**config.mk**
```make
export PLATFORM = sky130hd
export DESIGN_NAME = mcs_quant
export DESIGN_NICKNAME = d
export VERILOG_FILES = /design/src/sv/mcs_pkg.sv /design/src/sv/mcs_quant.sv
export SDC_FILE = /design/constraint.sdc
export NUM_CORES = 1
export LEC_CHECK = 0
export ABC_AREA = 1
export BUFFER_PORTS_ARGS = -buffer_cell sky130_fd_sc_hd__buf_2
export CORE_MARGIN = 2
export CORE_UTILIZATION = 68
export DETAILED_ROUTE_END_ITERATION = 8
export PLACE_DENSITY = 0.95
export SLEW_MARGIN = 10
export SYNTH_ARGS = -nofsm -noshare
export SYNTH_HDL_FRONTEND = slang
export SYNTH_SLANG_ARGS = --single-unit
```
**constraint.sdc**
```tcl
create_clock -name i_clk -period 9.65 [get_ports i_clk]
set_input_delay 1.4475 -clock i_clk [delete_from_list [all_inputs] [get_ports i_clk]]
set_output_delay 1.4475 -clock i_clk [all_outputs]
set_load 0.05 [all_outputs]
```
**src/sv/mcs_pkg.sv**
```systemverilog
// shared types, sizes and codes of the morton code sorter
// no dependencies; every other file imports this package
package mcs_pkg;

    localparam int MAX_ITEMS = 1024;
    localparam int ID_W      = $clog2(MAX_ITEMS);
    localparam int CNT_W     = $clog2(MAX_ITEMS + 1);
    localparam int POS_W     = 32;
    localparam int CODE_W    = 63;
    localparam int AXIS_W    = 21;
    localparam int GRID_W    = 5;
    localparam int STAT_W    = 2;
    localparam int CFG_IDX_W = 3;

    localparam logic ACT_LOAD  = 1'b0;
    localparam logic ACT_FETCH = 1'b1;

    localparam logic [STAT_W-1:0] STAT_OK    = 2'd0;
    localparam logic [STAT_W-1:0] STAT_RANGE = 2'd1;
    localparam logic [STAT_W-1:0] STAT_EMPTY = 2'd2;

    localparam logic [CFG_IDX_W-1:0] CFG_MIN_X = 3'd0;
    localparam logic [CFG_IDX_W-1:0] CFG_MIN_Y = 3'd1;
    localparam logic [CFG_IDX_W-1:0] CFG_MIN_Z = 3'd2;
    localparam logic [CFG_IDX_W-1:0] CFG_MAX_X = 3'd3;
    localparam logic [CFG_IDX_W-1:0] CFG_MAX_Y = 3'd4;
    localparam logic [CFG_IDX_W-1:0] CFG_MAX_Z = 3'd5;
    localparam logic [CFG_IDX_W-1:0] CFG_GRID  = 3'd6;

    typedef struct packed {
        logic                    action;
        logic signed [POS_W-1:0] pos_x;
        logic signed [POS_W-1:0] pos_y;
        logic signed [POS_W-1:0] pos_z;
    } t_in_item;

    typedef struct packed {
        logic [ID_W-1:0]   item_id;
        logic [CODE_W-1:0] morton_code;
        logic [STAT_W-1:0] status;
        logic              last;
    } t_out_item;

    typedef struct packed {
        logic [CODE_W-1:0] code;
        logic [ID_W-1:0]   id;
    } t_entry;

    // spread 21 bits to every third bit position
    function automatic logic [63:0] spread3(input logic [AXIS_W-1:0] v);
        logic [63:0] r;
        r = {43'd0, v};
        r = (r | (r << 32)) & 64'h001f00000000ffff;
        r = (r | (r << 16)) & 64'h001f0000ff0000ff;
        r = (r | (r << 8))  & 64'h100f00f00f00f00f;
        r = (r | (r << 4))  & 64'h10c30c30c30c30c3;
        r = (r | (r << 2))  & 64'h1249249249249249;
        return r;
    endfunction

endpackage

```
**src/sv/mcs_quant.sv**
```systemverilog
// one axis quantizer: |pos-min|*(2^g-1)/(max-min) with a bit-serial divider
// depends on mcs_pkg
module mcs_quant
    import mcs_pkg::*;
(
    input  logic                    i_clk,
    input  logic                    i_rst_n,
    input  logic                    i_start,
    input  logic signed [POS_W-1:0] i_pos,
    input  logic signed [POS_W-1:0] i_lo,
    input  logic signed [POS_W-1:0] i_hi,
    input  logic [GRID_W-1:0]       i_grid,
    output logic [AXIS_W-1:0]       o_q,
    output logic                    o_err,
    output logic                    o_done
);
    localparam logic [2:0] PH_IDLE  = 3'd0;
    localparam logic [2:0] PH_PREP  = 3'd1;
    localparam logic [2:0] PH_SCALE = 3'd2;
    localparam logic [2:0] PH_DIV   = 3'd3;
    localparam logic [2:0] PH_DONE  = 3'd4;

    logic [2:0]            r_ph;
    logic [POS_W:0]        r_d;
    logic [POS_W:0]        r_span;
    logic [POS_W:0]        r_ad;
    logic                  r_bad;
    logic                  r_over;
    logic [GRID_W-1:0]     r_g;
    logic [POS_W:0]        r_rem;
    logic [AXIS_W-1:0]     r_low;
    logic [AXIS_W-1:0]     r_q;
    logic [GRID_W-1:0]     r_cnt;

    logic [POS_W+AXIS_W:0] w_dvd;
    logic [POS_W+1:0]      w_rem2;
    logic                  w_ge;
    logic [AXIS_W:0]       w_scale;

    assign w_dvd   = ({{AXIS_W{1'b0}}, r_ad} << r_g) - {{AXIS_W{1'b0}}, r_ad};
    assign w_rem2  = {r_rem, r_low[AXIS_W-1]};
    assign w_ge    = w_rem2 >= {1'b0, r_span};
    assign w_scale = ((AXIS_W+1)'(1) << r_g) - (AXIS_W+1)'(1);

    always_ff @(posedge i_clk) begin
        if (!i_rst_n) begin
            r_ph <= PH_IDLE;
        end else begin
            unique case (r_ph)
                PH_IDLE: begin
                    if (i_start) begin
                        r_d    <= {i_pos[POS_W-1], i_pos} - {i_lo[POS_W-1], i_lo};
                        r_span <= {i_hi[POS_W-1], i_hi} - {i_lo[POS_W-1], i_lo};
                        r_g    <= (i_grid > GRID_W'(AXIS_W)) ? GRID_W'(AXIS_W) : i_grid;
                        r_ph   <= PH_PREP;
                    end
                end
                PH_PREP: begin
                    r_ad  <= r_d[POS_W] ? (POS_W+1)'(0) - r_d : r_d;
                    r_bad <= r_span[POS_W] || (r_span == '0);
                    r_ph  <= PH_SCALE;
                end
                PH_SCALE: begin
                    // quotient fits in AXIS_W bits, so the top part is below span
                    r_over <= r_ad > r_span;
                    r_rem  <= w_dvd[POS_W+AXIS_W:AXIS_W];
                    r_low  <= w_dvd[AXIS_W-1:0];
                    r_cnt  <= '0;
                    r_ph   <= PH_DIV;
                end
                PH_DIV: begin
                    r_rem <= w_ge ? 33'(w_rem2 - {1'b0, r_span}) : w_rem2[POS_W:0];
                    r_low <= r_low << 1;
                    r_q   <= {r_q[AXIS_W-2:0], w_ge};
                    r_cnt <= r_cnt + GRID_W'(1);
                    if (r_cnt == GRID_W'(AXIS_W - 1)) begin
                        r_ph <= PH_DONE;
                    end
                end
                PH_DONE: begin
                    r_ph <= PH_IDLE;
                end
                default: begin
                    r_ph <= PH_IDLE;
                end
            endcase
        end
    end

    assign o_done = r_ph == PH_DONE;
    assign o_err  = r_bad || r_over;
    assign o_q    = r_bad ? '0 : (r_over ? w_scale[AXIS_W-1:0] : r_q);

endmodule

```
After elaboration in Yosys (flattened, before gate mapping)
Index checks and enable logic that the tools add are counted.
{ "totals": {"out_inout_bits": 23, "wordCells": 52, "regBits": 189, "inputBits": 104} }
{ "op_classes": {"shift": 2, "magnitude_cmp": 3, "eq_ne": 7, "muxes": 10, "addsub": 7, "n_reduce_logical": 11} }
{ "ops": {"columns": ["op", "n"], "rows": [
  ["$pmux W33 S2", 1],
  ["$sub A32 B32 Y33", 2],
  ["$shl A33 B5 Y54", 1],
  ["$sub A54 B33 Y54", 1],
  ["$mux W21", 2],
  ["$pmux W21 S2", 1],
  ["$ge A34 B33 Y1", 1],
  ["$gt A33 B33 Y1", 1],
  ["$logic_not A33 Y1", 1],
  ["$mux W33", 1],
  ["$sub A1 B33 Y33 const A", 1],
  ["$sub A33 B33 Y33", 1],
  ["$mux W32", 1],
  ["$shl A1 B5 Y21 const A", 1],
  ["$sub A21 B2 Y21 const B", 1],
  ["$pmux W3 S4", 1],
  ["$pmux W5 S2", 1],
  ["$reduce_and A2 Y1", 5],
  ["$eq A3 B2 Y1 const B", 2],
  ["$mux W3", 2],
  ["$add A5 B1 Y5 const B", 1],
  ["$eq A5 B5 Y1 const B", 1],
  ["$gt A5 B5 Y1 const B", 1],
  ["$ne A2 B2 Y1 const B", 2],
  ["other kinds (6)", 7]
]} }

Longest topological paths before layout
{ "logic_depth": {"word_depth": 4, "mapped_depth": 27, "depth_no_buf": 26} }

Worst setup path before layout
Ideal clock, no wire load.
{ "synth_timing": {"path_kind": "input-to-reg", "startpoint": "input i_rst_n", "endpoint": "register r_d[0] (enable)", "setup_slack_ns": 2.639, "n_path_buf": 0, "setup_ns": 0.587, "required_ns": 9.063, "cell_stages": 2, "arrival_ns": 6.423, "path_cell_list": "inv_1 nor3_1"} }
{ "synth_via": {"elab_chain_len": 1} }
{ "synth_rtl": {"columns": ["element", "line_no", "text"], "rows": [
  ["start: declaration", "mcs_quant.sv:7", "input logic i_rst_n,"],
  ["$reduce_and A3 Y1 (no line)", null, null],
  ["end signal: assignment", "mcs_quant.sv:52", "r_d <= {i_pos[POS_W-1], i_pos} - {i_lo[POS_W-1], i_lo};"],
  ["end: declaration", "mcs_quant.sv:24", "logic [POS_W:0] r_d;"]
]} }
Every way passes these cells.
A chain may end at the register's enable or synchronous reset.

Final worst setup path
{ "layout_timing": {"startpoint": "register r_g[3]", "endpoint": "output o_q[19]"} }
{ "layout_via": {"elab_chain_len": 4} }
{ "layout_rtl": {"columns": ["element", "line_no", "text"], "rows": [
  ["start: declaration", "mcs_quant.sv:29", "logic [GRID_W-1:0] r_g;"],
  ["start signal: assignment", "mcs_quant.sv:54", "r_g <= (i_grid > GRID_W'(AXIS_W)) ? GRID_W'(AXIS_W) : i_grid;"],
  ["$shl A1 B5 Y21", "mcs_quant.sv:43", "assign w_scale = ((AXIS_W+1)'(1) << r_g) - (AXIS_W+1)'(1);"],
  ["$sub A21 B2 Y21", "mcs_quant.sv:43", null],
  ["$mux W21 (2 in series)", "mcs_quant.sv:92", "assign o_q = r_bad ? '0 : (r_over ? w_scale[AXIS_W-1:0] : r_q);"],
  ["end: declaration", "mcs_quant.sv:13", "output logic [AXIS_W-1:0] o_q,"]
]} }
Every way passes these cells.

==> results.ini <==
[sta]
hold_viol=0
period_needed_ns=5.52
worstMarginPinSlew_ns=1.12
setup_slack_ns=4.13
rsz0062_at_grt=false
finalHoldWorstSlack_ns=0.457
slew_violations=0
fin_crit_sh_pct=57.2
fin_skew_ns=0.0157
setup_viol=0
fin_setup_tns_ns=0
slew_headroom_pct=24.9
max_freq_ghz=0.181

[power_and_ir_drop]
p_switching_mw=1.21
vdd_drop_max_v=0.000126
p_leak_nw=9.59
power_mw=2.95
p_int_mw=1.74
p_seq_share_pct=36.5
pwr-share-comb_pct=40.3
p_sw_share_pct=41.1
pwr-share-clk_pct=23.2
p_per_area_nw_per_um2=141

[drt]
vias_per_cell=6.34
routed_wl_mm=65.1
ant_nets=0
first_pass_iters=9
avgRoutedWirePerCell_um=19.9
drc_errors=1
drt-initial-drc-count=2805
via_count=20800

[clocking]
cts_max_path_buffers=2
worst_skew_pair.late_latency_ns=0.46
clockRootBuffer=clkbuf_16
cts_resized=0
cts_made_buffers=17
hold_buffers=0
cts.clk_slew.worst_paths_ns=0.08
htree_num_levels=4
post_cts_buffers=0
cts_tree=built
clkSinkCount=189

[cells_and_area]
final_cell_mix=nand2_1, inv_1, nand3_1
layout.nets=3153
fillers=2288
syn_to_final_growth_pct=7.19
layout_commonest_cell=nand2_1
drive_gt1_share_pct=8.62

[synth]
syn_area_per_cell_um2=7.02
postSynthCellCount=2785
synth_seq_cells=189
synth.distinct_cells=58
postSynth.asyncResetShare_pct=0
syn-cell-area_um2=19500
synth_flop_cell=edfxtp_1
seq_area_frac_synth_pct=28.9
synth_edf_count=186
syn-num-nets=3062
ys.warnings.count=0

[placement]
io_buffers=126
hpwl_mm=51.8
dp_worst_setup_slack_ns=4.75
gp_congestion=1.11

[global_routing]
grt_overflow_total=0
grt_use_total_pct=42.3
antenna_found_initial=2
grt_pass1_wl_mm=99.9
grt_pass1_vias=19200
grt_max_degree=78

[die]
rows=62
num_io_pins=127
coreArea_um2=28500
dieArea_um2=30100
initial_core_util_pct=68.7
die_x_um=174
die-height_um=174

[critical_path]
r2r_cells=20
cp-end-kind=primary output
crit_arrival_ns=4.07
path_max_fanout=31
cp-start-kind=register
crit_type=register to primary output
worstPathRequired_ns=8.20

[outcome]
status=finished with violations
violations=DRC

[hold_path]
hold_path.class=register to register
worstHoldPathCells=0

[run]
drv_cap=0

## state kept, by name (all words and copies together) (netlist names)
signal	count
r_ad	33
r_bad	1
r_cnt	5
r_d	33
r_g	5
r_low	21
r_over	1
r_ph	3
r_q	21
r_rem	33
r_span	33
## layout make-up
type	instances	area (µm²)	area share, %
repair buffers	138	721	3.44
diodes	3	7.51	0.0358
multi-input cells	2187	12200	58.4
well taps	384	480	2.29
inverters	343	1300	6.21
flip-flops and latches	189	5650	26.9
clock buffers	17	425	2.03
clock inverters	15	129	0.615
## power by group through the flow
stage	registers (mW)	logic, mW	clock network (mW)
finish	1.08	1.19	0.684
global route	1.08	1.30	0.713
CTS	1.07	1.15	0.682
detailed placement	1.09	1.14	0
global placement	1.08	1.11	0
floorplan	1.06	0.852	0
## logic make-up after synthesis
logic type | count (synthesis) | share of synthesized area (%)
AND/OR/NAND/NOR | 1397 | 31.4
adder cells (fa/ha/maj) | 173 | 11.2
buffers and inverters | 409 | 8.60
XOR/XNOR | 125 | 5.60
flip-flops | 189 | 28.9
AO/OA/AOI/OAI | 492 | 14.3
## stage by stage
step | std cells | utilization (%) | cell area, µm²
global placement | 3241 | 71.6 | 20400
detailed placement | 3241 | 71.6 | 20400
CTS | 3273 | 73.6 | 20900
finish | 3276 | 73.6 | 21000
global route | 3273 | 73.6 | 20900
floorplan | 2785 | - | 19500
## worst max-delay path, cell delays in order, from the launching register on
cell and delay, ns:
edfxtp_1 1.02, inv_1 0.47, buf_4 0.36, nor2_2 0.51, inv_1 0.21, nor2_1 0.17
inv_1 0.09, nor2_1 0.16, inv_1 0.08, nand2_1 0.07, nor2_1 0.07, nand4_1 0.09
o21ai_0 0.08, buf_2 0.22
## final timing paths
path / slack [ns] / endpoint / start
setup reg to reg: 4.58 / r_rem[19] / r_g[1]
hold / removal: 0.46 / r_q[18] / r_q[17]
hold reg to reg: 0.46 / r_q[18] / r_q[17]
setup / recovery: 4.13 / o_q[19] / r_g[3]
## cells in the mapped netlist (14+ instances only)
cell type / n / area, µm²
a21boi_0: 14 / 105
a21o_1: 18 / 135
a21oi_1: 187 / 936
a31oi_1: 17 / 106
buf_2: 18 / 90.1
clkbuf_1: 25 / 93.8
edfxtp_1: 186 / 5590
ha_1: 169 / 2110
inv_1: 326 / 1220
nand2_1: 627 / 2350
nand2_2: 18 / 113
nand3_1: 320 / 1600
nand3b_1: 28 / 210
nand4_1: 28 / 175
nor2_1: 276 / 1040
nor3_1: 37 / 185
nor4_1: 20 / 125
o21ai_0: 147 / 736
o21ai_1: 29 / 145
o21bai_1: 21 / 158
xnor2_1: 57 / 499
xor2_1: 68 / 596
## metal layers
layer  vias to the layer above  global-route usage [%]  routed length (µm)
met2                      1465                    69.2               29200
met3                       335                    9.50                7030
met1                      9304                    51.0               24200
met4                         2                    25.6                4700
met5                         -                       0                  13
li1                       9653                       -                   -
(Power assumes the default switching activity.)
