## config.mk

```make
export PLATFORM = sky130hd
export DESIGN_NAME = mcs_cell
export DESIGN_NICKNAME = d
export VERILOG_FILES = /design/src/sv/mcs_pkg.sv /design/src/sv/mcs_cell.sv
export SDC_FILE = /design/constraint.sdc
export NUM_CORES = 1
export LEC_CHECK = 0
export BUFFER_PORTS_ARGS = -buffer_cell sky130_fd_sc_hd__buf_2
export CAP_MARGIN = 0
export CORE_UTILIZATION = 30
export DETAILED_ROUTE_END_ITERATION = 12
export PLACE_DENSITY_LB_ADDON = 0.08
export SLEW_MARGIN = 20
export SYNTH_ARGS = -nofsm -noshare
export SYNTH_HDL_FRONTEND = slang
export SYNTH_SLANG_ARGS = --single-unit
```

## constraint.sdc

```tcl
create_clock -name i_clk -period 17.2 [get_ports i_clk]
set_input_delay 5.16 -clock i_clk [delete_from_list [all_inputs] [get_ports i_clk]]
set_output_delay 5.16 -clock i_clk [all_outputs]
set_load 0.005 [all_outputs]
```

## src/sv/mcs_pkg.sv

```systemverilog
// shared types, sizes and codes of the morton code sorter
// no dependencies; every other file imports this package
package mcs_pkg;

    localparam int MAX_ITEMS = 1024;
    localparam int ID_W      = $clog2(MAX_ITEMS);
    localparam int CNT_W     = $clog2(MAX_ITEMS + 1);
    localparam int POS_W     = 32;
    localparam int CODE_W    = 63;
    localparam int AXIS_W    = 21;
    localparam int GRID_W    = 5;
    localparam int STAT_W    = 2;
    localparam int CFG_IDX_W = 3;

    localparam logic ACT_LOAD  = 1'b0;
    localparam logic ACT_FETCH = 1'b1;

    localparam logic [STAT_W-1:0] STAT_OK    = 2'd0;
    localparam logic [STAT_W-1:0] STAT_RANGE = 2'd1;
    localparam logic [STAT_W-1:0] STAT_EMPTY = 2'd2;

    localparam logic [CFG_IDX_W-1:0] CFG_MIN_X = 3'd0;
    localparam logic [CFG_IDX_W-1:0] CFG_MIN_Y = 3'd1;
    localparam logic [CFG_IDX_W-1:0] CFG_MIN_Z = 3'd2;
    localparam logic [CFG_IDX_W-1:0] CFG_MAX_X = 3'd3;
    localparam logic [CFG_IDX_W-1:0] CFG_MAX_Y = 3'd4;
    localparam logic [CFG_IDX_W-1:0] CFG_MAX_Z = 3'd5;
    localparam logic [CFG_IDX_W-1:0] CFG_GRID  = 3'd6;

    typedef struct packed {
        logic                    action;
        logic signed [POS_W-1:0] pos_x;
        logic signed [POS_W-1:0] pos_y;
        logic signed [POS_W-1:0] pos_z;
    } t_in_item;

    typedef struct packed {
        logic [ID_W-1:0]   item_id;
        logic [CODE_W-1:0] morton_code;
        logic [STAT_W-1:0] status;
        logic              last;
    } t_out_item;

    typedef struct packed {
        logic [CODE_W-1:0] code;
        logic [ID_W-1:0]   id;
    } t_entry;

    // spread 21 bits to every third bit position
    function automatic logic [63:0] spread3(input logic [AXIS_W-1:0] v);
        logic [63:0] r;
        r = {43'd0, v};
        r = (r | (r << 32)) & 64'h001f00000000ffff;
        r = (r | (r << 16)) & 64'h001f0000ff0000ff;
        r = (r | (r << 8))  & 64'h100f00f00f00f00f;
        r = (r | (r << 4))  & 64'h10c30c30c30c30c3;
        r = (r | (r << 2))  & 64'h1249249249249249;
        return r;
    endfunction

endpackage

```

## src/sv/mcs_cell.sv

```systemverilog
// one cell of the sorted insertion chain: holds a code and its id
// depends on mcs_pkg
module mcs_cell
    import mcs_pkg::*;
(
    input  logic   i_clk,
    input  logic   i_rst_n,
    input  logic   i_ins,
    input  logic   i_pop,
    input  t_entry i_key,
    input  t_entry i_prev,
    input  logic   i_prev_valid,
    input  logic   i_prev_gt,
    input  t_entry i_next,
    input  logic   i_next_valid,
    output t_entry o_entry,
    output logic   o_valid,
    output logic   o_gt
);
    t_entry r_entry;
    logic   r_valid;

    // empty cells count as greater so the new item lands at the end
    assign o_gt = !r_valid || (r_entry.code > i_key.code);

    always_ff @(posedge i_clk) begin
        if (!i_rst_n) begin
            r_valid <= 1'b0;
        end else if (i_pop) begin
            r_valid <= i_next_valid;
            r_entry <= i_next;
        end else if (i_ins && o_gt) begin
            r_valid <= i_prev_valid;
            r_entry <= i_prev_gt ? i_prev : i_key;
        end
    end

    assign o_entry = r_entry;
    assign o_valid = r_valid;

endmodule

```

=== Word level (Yosys, flattened, before mapping) ===
Index checks and enable logic that the tools add are counted.

* Order comparisons: 1
* Multiplexer cells: 5
* Reduce and logical (&&, ||, !) cells: 5

{| class="wikitable"
|+ Operator list
! cell !! count
|-
| 73-bit two-way mux || 3
|-
| 63-bit greater-than comparator || 1
|-
| 1-bit two-way mux || 2
|-
| 2-bit AND reduction || 1
|-
| 2-bit nonzero test || 1
|-
| 1-bit logical AND || 1
|-
| 1-bit zero test || 1
|-
| 1-bit logical OR || 1
|}

* Bits in registers: 74
* Bits of input ports: 226
* Output and inout port bits: 75
* Logic and storage cells: 14

=== Longest topological paths before layout ===
Gate-level depths: netlist of run 1.

* Word-level depth: 5
* Gate-level depth with buffers: 9

=== Worst setup path before layout of run 1 ===
Ideal clock, no wire load.

* Path kind: input to register
* Start point: in i_key[72] (netlist name)
* End point: reg r_entry, in the netlist o_entry[0], enable pin
* Arrival: 11.865 ns
* Required time: 16.588 ns
* Path slack: 4.723 ns
* Cell stages on the path: 9
* Path buffers: 0
* Cells stage by stage: inv_1 -> ha_1 -> nand4_2 -> nor4_4 -> nand3_2 -> o31ai_1 -> a211o_2 -> a211oi_2 -> o31ai_1

* Cells in the longest elaborated chain, start to end: 5

{| class="wikitable"
|+ RTL lines
! item !! line !! source
|-
| from (decl) || mcs_cell.sv:10 || <nowiki>input t_entry i_key,</nowiki>
|-
| 63-bit greater-than comparator || mcs_cell.sv:24 || <nowiki>assign o_gt = !r_valid || (r_entry.code > i_key.code);</nowiki>
|-
| 1-bit logical OR || mcs_cell.sv:24 ||
|-
| 1-bit logical AND || mcs_cell.sv:32 || <nowiki>end else if (i_ins && o_gt) begin</nowiki>
|-
| 2-bit nonzero test (no line) || n/a ||
|-
| 2-bit AND reduction (no line) || n/a ||
|-
| to (signal assigned) || mcs_cell.sv:31 || <nowiki>r_entry <= i_next;</nowiki>
|-
| to (signal assigned) || mcs_cell.sv:34 || <nowiki>r_entry <= i_prev_gt ? i_prev : i_key;</nowiki>
|-
| to (decl) || mcs_cell.sv:20 || <nowiki>t_entry r_entry;</nowiki>
|}

No other way between the ends.
A chain may end at the register's enable or synchronous reset.

=== Worst setup path in the final report of run 1 ===
* Start point: in i_key[71] (netlist name)
* End point: out o_gt

* Cells in the longest elaborated chain, start to end: 2

{| class="wikitable"
|+ RTL lines
! item !! line !! source
|-
| 63-bit greater-than comparator || mcs_cell.sv:24 ||
|-
| 1-bit logical OR || mcs_cell.sv:24 ||
|-
| to (decl) || mcs_cell.sv:18 || <nowiki>output logic o_gt</nowiki>
|}

No other way between the ends.

==> results.toml, run 1 <==
[sta]
slew-limit-headroom = 0.5239
rsz0062_at_grt = "no"
achievable-frequency_ghz = 0.07960
final_period_minus_worst_setup_slack_ps = 12560
post-route-period-util = 0.7304
fin_ws_ps = 4637
transition_time_of_the_tightest_slew_check_pin_ps = 714.1
hold_violation_total_from_the_final_report = 0
setup_viol = 0
timing_max_transition_violations_final = 0
clock-skew-final_ps = 9.381
hold-worst-slack_ps = 574.7
setup-tns-final_ps = 0

[global_route]
grt_overflow = 0
grt_max_degree = 85
first_global_vias = 4969
grt.total_usage = 0.1727
antenna_found_initial = 1
first_pass_grt_wire_length_um = 24500

[die]
fp.dieH_um = 135.8
pin_count = 301
core-area_mm2 = 0.01736
num_rows = 48
floorplan.die_area_mm2 = 0.01843
die_w_um = 135.8
initial_core_util = 0.3093

[clock_network]
htreeDepth = 3
tritoncts_clock_tree = "done"
cts_buffers = 9
post_cts_hold_buffers = 0
clock-root-buffer = "clkbuf_16"
clock_latency_of_the_later_clocked_register_in_the_worst_skew_pair_ps = 340
ctsResizeCount = 0
post-cts-setup-buffer-count = 0
cts_max_path_buffers = 2
number_of_sinks_handled_by_clock_tree_synthesis = 74
clkTransAtPathRegs_ps = 60

[cells_and_area]
syn2layout_area_growth_pct = 38.48
post_route_cells_drive_above_1_share = 0.3826
n_antenna_cell = 0
number_of_non_filler_instances_in_the_completed_layout = 1077
fin_area_mm2 = 0.007433
final.fill_count = 1745
layout_commonest_cell = "buf_2"
final_nets = 1136
utilization_after_layout = 0.4283
mostFrequentLayoutCells = "buf_2 (298), nand2_1 (89), o21ai_0 (82), mux2i_1 (73), edfxtp_1 (73)"

[run]
max_cap_viol_count = 0

[placed_design]
place_inst = 1061
place.detailed.hpwl_um = 12990
preCtsSetupSlack_ps = 4677
placedInstanceArea_mm2 = 0.007101
buffer_ports.inserted = 300
routabilityCongestion = 0.7951

[setup_path]
worst-path-max-fanout = 3
cp-end-kind = "output pin"
category_of_the_most_critical_setup_path = "primary input to output pin"
crit_path_cell_trace = "buf_2 > inv_1 > ha_1 > nand4_2 > nor4_4 > nand4_1 > nor4_2 > o21ai_0 > buf_2"
cp.required_ps = 12040
crit_path_start_kind = "primary input"
max_stage_delay_ps = 600
cp_slowest_cell = "nor4_2"
cp.arrival_ps = 7400
rr_worst_depth = 9
critical_path.most_common_cell = "buf_2"

[status]
outcome = "completed"

[routing]
vias = 5029
viasPerCell = 4.669
detail_route.wirelength_um = 15820
detail_route.drc_violations = 0
antenna_violation_net_count_after_detailed_routing = 0
initialDrtViolationCount = 166
drt_pre_antenna_iters = 4
post_drt_wl_per_cell_um = 14.69

[synthesis]
synth_area_mm2 = 0.005368
ys_top_cells_by_area = "edfxtp_1 (41%), ha_1 (15%), mux2i_1 (14%), o21ai_0 (7.6%), nand2_1 (6.2%)"
synth.ff_latch_count = 74
synth.top_cell.area_share = 0.4084
ys_types = 35
synth_area_leader_cell = "edfxtp_1"
synth_nets = 845
yosysWarningCount = 0
syn-instance-count = 556
synthesis.area_per_instance_um2 = 9.654
proportion_of_synthesized_chip_area_in_sequential_cells = 0.4121

[pwr]
seqPwrFrac = 0.398
pleak_nw = 3.835
p_int_uw = 424.1
vdd_drop_max_mv = 0.04198
pwr_density_cell_mw_per_mm2 = 77.62
design_power_total_uw = 577.0
share_clk_of_total_power = 0.372
switching_share = 0.2649
p_comb_frac = 0.230
power.switching_uw = 152.9

[min_path]
holdCritPathClass = "register to register"
min_path_cells = 3
## synth_stat cells
master	instances
nor2b_1	1
buf_1	1
nand4_1	12
a21o_1	3
edfxtp_1	73
nand3_1	7
o31a_1	1
and4_1	1
inv_1	66
nor4_2	1
dfxtp_1	1
clkbuf_1	16
buf_2	7
nor2_1	6
nand3_2	1
mux2i_1	73
or3_1	3
a21oi_1	28
a211oi_2	1
ha_1	63
nor3_1	2
nand2_1	89
o21ai_0	82
o21bai_1	1
a211oi_1	3
o31ai_1	2
or4_1	1
nand4_2	2
a221oi_1	3
o21ai_1	1
a211o_2	1
nand3b_1	1
nand2b_1	1
nor4_4	1
o221ai_1	1
## worst max-delay path: cells and delay by family
kind	cells	cell delay, ps
buf+inv	3	320
compound gates	1	150
fa+ha+maj	1	300
simple gates	4	1470
## routing by layer
layer | part of all wire | vias up | global-route usage | routed length, um
li1 | - | 2581 | - | -
met2 | 0.50 | 190 | 0.3121 | 7921
met1 | 0.40 | 2236 | 0.1951 | 6379
met5 | 0.00057 | - | 0 | 9
met4 | 0.016 | 2 | 0.05680 | 249
met3 | 0.080 | 20 | 0.04564 | 1264
## power by group through the flow
stage / registers (mW) / logic, mW / clock network (mW)
5_1_grt: 0.232 / 0.152 / 0.229
4_1_cts: 0.230 / 0.136 / 0.221
6_report: 0.229 / 0.133 / 0.215
3_5_place_dp: 0.234 / 0.135 / 0
2_1_floorplan: 0.237 / 0.0671 / 0
3_3_place_gp: 0.233 / 0.134 / 0
## state kept, by name (all words and copies together) (netlist names)
| register | flops |
|---|---|
| o_entry | 73 |
| o_valid | 1 |
## path summary, 6_finish.rpt
kind,slack (ps),endpoint,start
max,4640,o_gt,i_key[71]
min reg2reg,570,o_valid$_SDFFE_PN0P_,o_valid$_SDFFE_PN0P_
max reg2reg,14050,o_entry[7]$_DFFE_PP_,o_entry[70]$_DFFE_PP_
min,570,o_valid$_SDFFE_PN0P_,o_valid$_SDFFE_PN0P_
## logic make-up after synthesis
kind of cell,Yosys count,synth area share
flops,74,0.4121
compound gates,127,0.1284
buf+inv,90,0.06457
simple gates,129,0.1119
fa+ha+maj,63,0.1469
mux,73,0.1361
## layout make-up
| class | count | area [um2] | share of cell area |
|---|---|---|---|
| repair buffers | 304 | 1536 | 0.2067 |
| flip-flops and latches | 74 | 2212 | 0.2976 |
| clock buffers | 9 | 225.2 | 0.03030 |
| inverters | 66 | 247.7 | 0.03333 |
| multi-input cells | 392 | 2823 | 0.3797 |
| clock inverters | 7 | 107.6 | 0.01448 |
| well taps | 225 | 281.5 | 0.03787 |
No activity file was read; power rests on OpenSTA's default activity.
==> inputs of run 2 (changes only) <==
==> constraint.sdc (replaced) <==
create_clock -name i_clk -period 10.5 [get_ports i_clk]
set_input_delay 3.15 -clock i_clk [delete_from_list [all_inputs] [get_ports i_clk]]
set_output_delay 3.15 -clock i_clk [all_outputs]
set_load 0.005 [all_outputs]
==> results.toml, run 2 (synthesis gave the netlist of run 1 again) <==
[clock_network]
clock-root-buffer = "clkbuf_16"
number_of_sinks_handled_by_clock_tree_synthesis = 74
clock_latency_of_the_later_clocked_register_in_the_worst_skew_pair_ps = 330
post_cts_hold_buffers = 0
cts_buffers = 9
cts_max_path_buffers = 2
post-cts-setup-buffer-count = 0
tritoncts_clock_tree = "done"
ctsResizeCount = 0
clkTransAtPathRegs_ps = 60
htreeDepth = 3

[die]
floorplan.die_area_mm2 = 0.01843
num_rows = 48
die_w_um = 135.8
pin_count = 301
fp.dieH_um = 135.8
initial_core_util = 0.3093
core-area_mm2 = 0.01736

[pwr]
pleak_nw = 3.798
pwr_density_cell_mw_per_mm2 = 117.7
vdd_drop_max_mv = 0.06817

[sta]
achievable-frequency_ghz = 0.1178
rsz0062_at_grt = "no"
slew-limit-headroom = 0.5185
post-route-period-util = 0.8085
setup_viol = 0
clock-skew-final_ps = 8.937
final_period_minus_worst_setup_slack_ps = 8490
transition_time_of_the_tightest_slew_check_pin_ps = 722.2
setup-tns-final_ps = 0
timing_max_transition_violations_final = 0
hold_violation_total_from_the_final_report = 0

[cells_and_area]
post_route_cells_drive_above_1_share = 0.3807
n_antenna_cell = 0
final_nets = 1136
layout_commonest_cell = "buf_2"
final.fill_count = 1776
syn2layout_area_growth_pct = 36.97
largest_register_ff_count = 73
utilization_after_layout = 0.4236
mostFrequentLayoutCells = "buf_2 (298), nand2_1 (89), o21ai_0 (82), mux2i_1 (73), edfxtp_1 (73)"
multi_input_comb_area_mm2 = 0.002823
sequential_cell_area_mm2 = 0.002212

[global_route]
grt_overflow = 0
first_global_vias = 5089
grt.total_usage = 0.1740
antenna_found_initial = 1
first_pass_grt_wire_length_um = 24710
grt_max_degree = 85

[setup_path]
crit_path_start_kind = "primary input"
cp-end-kind = "output pin"
cp.arrival_ps = 5340
cp.required_ps = 7350
critical_path.reg2reg.endpoint = "o_entry[5]$_DFFE_PP_"
rrSetupSlack_ps = 7360
cp-startpoint = "i_key[71]"
rr_worst_depth = 9
crit_path_end = "o_gt"
worst-path-max-fanout = 3
category_of_the_most_critical_setup_path = "primary input to output pin"
timing.rr.start = "o_entry[70]$_DFFE_PP_"

[routing]
detail_route.drc_violations = 0
antenna_violation_net_count_after_detailed_routing = 0
initialDrtViolationCount = 152
post_drt_wl_per_cell_um = 14.76
detail_route.wirelength_um = 15880
drt_pre_antenna_iters = 4
viasPerCell = 4.674
vias = 5029

[min_path]
holdCritPathClass = "register to register"

[run]
max_cap_viol_count = 0

[placed_design]
buffer_ports.inserted = 300
routabilityCongestion = 0.7951
place.detailed.hpwl_um = 12960

[status]
outcome = "completed"
==> run 2: cell count changes in the layout (fill, tap and decap cells not counted), sizes merged <==
cell | before | now
bufinv | 3 | 0
clkinv | 4 | 5
clkbuf | 9 | 10
==> run 2: cell type report <==
cell class	instances	area share
clock buffers	10	0.03114
flip-flops and latches	74	0.3009
well taps	225	0.03829
clock inverters	5	0.003063
inverters	66	0.03370
multi-input cells	392	0.3839
repair buffers	304	0.2090
==> run 2: how the worst min path moves through the flow <==
stage / startpoint / end / slack, ps / depth (start not counted)
2_1_floorplan: o_valid$_SDFFE_PN0P_ / o_valid$_SDFFE_PN0P_ / 550 / 3
3_3_place_gp: o_valid$_SDFFE_PN0P_ / o_valid$_SDFFE_PN0P_ / 560 / 3
3_5_place_dp: o_valid$_SDFFE_PN0P_ / o_valid$_SDFFE_PN0P_ / 560 / 3
4_1_cts: o_valid$_SDFFE_PN0P_ / o_valid$_SDFFE_PN0P_ / 570 / 3
5_1_grt: o_valid$_SDFFE_PN0P_ / o_valid$_SDFFE_PN0P_ / 610 / 3
6_report: o_valid$_SDFFE_PN0P_ / o_valid$_SDFFE_PN0P_ / 570 / 3
==> run 2: worst max-delay path, cell delays in order <==
cell     delay, ps
buf_2          110
inv_1           40
ha_1           300
nand4_2        140
nor4_4         440
nand4_1        260
nor4_2         590
o21ai_0        150
buf_2          160
==> run 2: per-stage QoR <==
step | worst slack, ps | hold slack [ps] | power, mW | instance area [um2] | instances
3_5_place_dp | 1996 | 562.1 | 0.6043 | 7101 | 1061
3_3_place_gp | 2012 | 563.4 | 0.6004 | 7101 | 1061
5_1_grt | 1783 | 611.5 | 0.9240 | 7352 | 1076
6_report | 2010 | 572.5 | 0.8654 | 7352 | 1076
4_1_cts | 1992 | 568.8 | 0.8825 | 7352 | 1076
2_1_floorplan | 33.47 | 548.1 | 0.4987 | 5368 | 556
==> run 2: where the power goes <==
group / switching (mW) / internal [mW] / total (mW)
sequential: 0.0138 / 0.363 / 0.377
combinational: 0.115 / 0.103 / 0.218
clock: 0.115 / 0.156 / 0.271
total: 0.244 / 0.621 / 0.865
==> run 2: routing by layer <==
| metal | GRT usage | wire [um] | vias to the layer above |
|---|---|---|---|
| li1 | - | - | 2577 |
| met1 | 0.1965 | 6356 | 2252 |
| met2 | 0.3183 | 8005 | 181 |
| met3 | 0.04153 | 1277 | 17 |
| met4 | 0.05618 | 232 | 2 |
| met5 | 0 | 9 | - |
==> inputs of run 3 (changes only) <==
--- a/config.mk
+++ b/config.mk
@@ -5,6 +5,7 @@
 export SDC_FILE = /design/constraint.sdc
 export NUM_CORES = 1
 export LEC_CHECK = 0
+export ABC_AREA = 1
 export BUFFER_PORTS_ARGS = -buffer_cell sky130_fd_sc_hd__buf_2
 export CAP_MARGIN = 0
 export CORE_UTILIZATION = 30
==> constraint.sdc (replaced) <==
create_clock -name i_clk -period 8.7 [get_ports i_clk]
set_input_delay 2.61 -clock i_clk [delete_from_list [all_inputs] [get_ports i_clk]]
set_output_delay 2.61 -clock i_clk [all_outputs]
set_load 0.005 [all_outputs]
==> results.toml, run 3 <==
[placed_design]
preCtsSetupSlack_ps = 1839
buffer_ports.inserted = 300
placedInstanceArea_mm2 = 0.007352
place.detailed.hpwl_um = 13210
routabilityCongestion = 0.7485
place_inst = 1159

[clock_network]
cts_max_path_buffers = 2
clock-root-buffer = "clkbuf_16"
htreeDepth = 3
number_of_sinks_handled_by_clock_tree_synthesis = 74
post-cts-setup-buffer-count = 0
ctsResizeCount = 0
tritoncts_clock_tree = "done"
cts_buffers = 9
clock_latency_of_the_later_clocked_register_in_the_worst_skew_pair_ps = 340
post_cts_hold_buffers = 0
clkTransAtPathRegs_ps = 60

[routing]
post_drt_wl_per_cell_um = 14.52
antenna_violation_net_count_after_detailed_routing = 0
detail_route.drc_violations = 0
initialDrtViolationCount = 159
drt_pre_antenna_iters = 4
viasPerCell = 4.513
vias = 5303
detail_route.wirelength_um = 17070

[global_route]
grt_use_met1 = 0.2259
first_global_vias = 5170
grt_overflow = 0
antenna_found_initial = 0
top_usage_layer = "met2"
grt.total_usage = 0.1771
use_met3 = 0.04267
grt_max_degree = 72
met2_usage = 0.2970
first_pass_grt_wire_length_um = 26900

[cells_and_area]
mostFrequentLayoutCells = "buf_2 (299), nand2_1 (158), inv_1 (86), edfxtp_1 (73), ha_1 (63)"
number_of_non_filler_instances_in_the_completed_layout = 1175
fin_area_mm2 = 0.007651
utilization_after_layout = 0.4188
final_nets = 1230
post_route_cells_drive_above_1_share = 0.3658
layout_commonest_cell = "buf_2"
n_antenna_cell = 0
final.fill_count = 1905
largest_register_ff_count = 73
syn2layout_area_growth_pct = 34.90

[synthesis]
synth_nets = 948
yosys.cell_count.top_type = "nand2_1"
synth.ff_latch_count = 74
synth-edff-count = 73
proportion_of_synthesized_chip_area_in_sequential_cells = 0.3900
yosysWarningCount = 0
synthesis.area_per_instance_um2 = 8.607
syn-instance-count = 659
share_of_flip_flops_with_an_asynchronous_set_or_reset_after_synthesis = 0
ys_types = 30
ys.flop_type = "edfxtp_1"
synth_area_mm2 = 0.005672
ys_top_cells_by_area = "edfxtp_1 (39%), ha_1 (14%), nand2_1 (10%), o211ai_1 (7.9%), o21a_1 (7.9%)"
ys_top_cells_by_count = "nand2_1 (158), inv_1 (86), edfxtp_1 (73)"
synth_area_leader_cell = "edfxtp_1"
synth.top_cell.area_share = 0.3865

[die]
initial_core_util = 0.3104
floorplan.die_area_mm2 = 0.01946
core-area_mm2 = 0.01827
pin_count = 301
die_w_um = 139.5
num_rows = 49
fp.dieH_um = 139.5

[sta]
setup-tns-final_ps = 0
post-route-period-util = 0.7812
slew-limit-headroom = 0.4839
rsz0062_at_grt = "no"
hold_violation_total_from_the_final_report = 0
clock-skew-final_ps = 8.575
final_period_minus_worst_setup_slack_ps = 6796
fin_ws_ps = 1904
transition_time_of_the_tightest_slew_check_pin_ps = 774.2
hold-worst-slack_ps = 590.1
setup_viol = 0
achievable-frequency_ghz = 0.1471
timing_max_transition_violations_final = 0

[setup_path]
cp_slowest_cell = "nor3b_1"
category_of_the_most_critical_setup_path = "primary input to output pin"
cp.required_ps = 6090
crit_path_start_kind = "primary input"
cp-end-kind = "output pin"
cp.arrival_ps = 4190
worst-path-max-fanout = 2
crit_path_cell_trace = "buf_2 > inv_1 > ha_1 > nand2_2 > nor2_4 > nand4_2 > nor3b_1 > nand4_1 > nand2_1 > nand2_2 > buf_2"
max_stage_delay_ps = 360

[pwr]
pwr_density_cell_mw_per_mm2 = 142.8
pleak_nw = 3.799
design_power_total_mw = 1.092
vdd_drop_max_mv = 0.08587

[min_path]
holdCritPathClass = "register to register"

[run]
max_cap_viol_count = 0

[status]
outcome = "completed"
[run 3: cell types whose count changed in the layout (fill, tap and decap cells not counted), sizes merged, moves of 4 or more]
cell,delta
clkinv,-4
clkbuf,+4
inv,+26
a21oi,+19
o21ai,-83
o211ai,+60
mux2i,-72
o21a,+60
nand2,+80
nand4,-8
nor2,+27
a211oi,-4
[run 3: cell type report]
class                   instances  area [um2]  area share
flip-flops and latches         74        2212      0.2891
inverters                      92       347.8     0.04546
repair buffers                303        1526      0.1995
multi-input cells             461        2979      0.3894
clock buffers                  14       264.0     0.03451
clock inverters                 2       35.03    0.004579
well taps                     229       286.5     0.03745
[run 3: where the power goes]
part | total (mW) | leakage [nW] | internal [mW] | switching, mW
registers | 0.440 | 0.701 | 0.427 | 0.0125
logic | 0.263 | 2.95 | 0.121 | 0.142
clock network | 0.389 | 0.147 | 0.238 | 0.151
total | 1.09 | 3.80 | 0.787 | 0.306
[run 3: logic make-up (layout without fill, tap and decap cells)]
family | count (synthesis) | after routing | synth area share
buffers and inverters | 124 | 411 | 0.08604
AOI/OAI and AO/OA | 173 | 173 | 0.2102
muxes | 1 | 1 | 0.001765
adders and majority gates | 63 | 63 | 0.1390
DFF | 74 | 74 | 0.3900
and+or+nand+nor | 224 | 224 | 0.1730
[run 3: final timing paths]
check	start	end	slack, ps	depth (start not counted)
min reg2reg	o_valid$_SDFFE_PN0P_	o_valid$_SDFFE_PN0P_	590	2
max	i_key[64]	o_gt	1900	11
max reg2reg	o_entry[16]$_DFFE_PP_	o_entry[52]$_DFFE_PP_	5130	16
min	o_valid$_SDFFE_PN0P_	o_valid$_SDFFE_PN0P_	590	2
[run 3: layer usage]
layer | up-vias | wire [um]
met1 | 2287 | 7878
met3 | 15 | 988
met5 | - | 0
met4 | 0 | 247
met2 | 176 | 7950
li1 | 2825 | -
[run 3: critical path: cells and delay by family]
family,cells,cell delay [ps]
adder cells (fa/ha/maj),1,300
AND/OR/NAND/NOR,7,1010
buffers and inverters,3,250
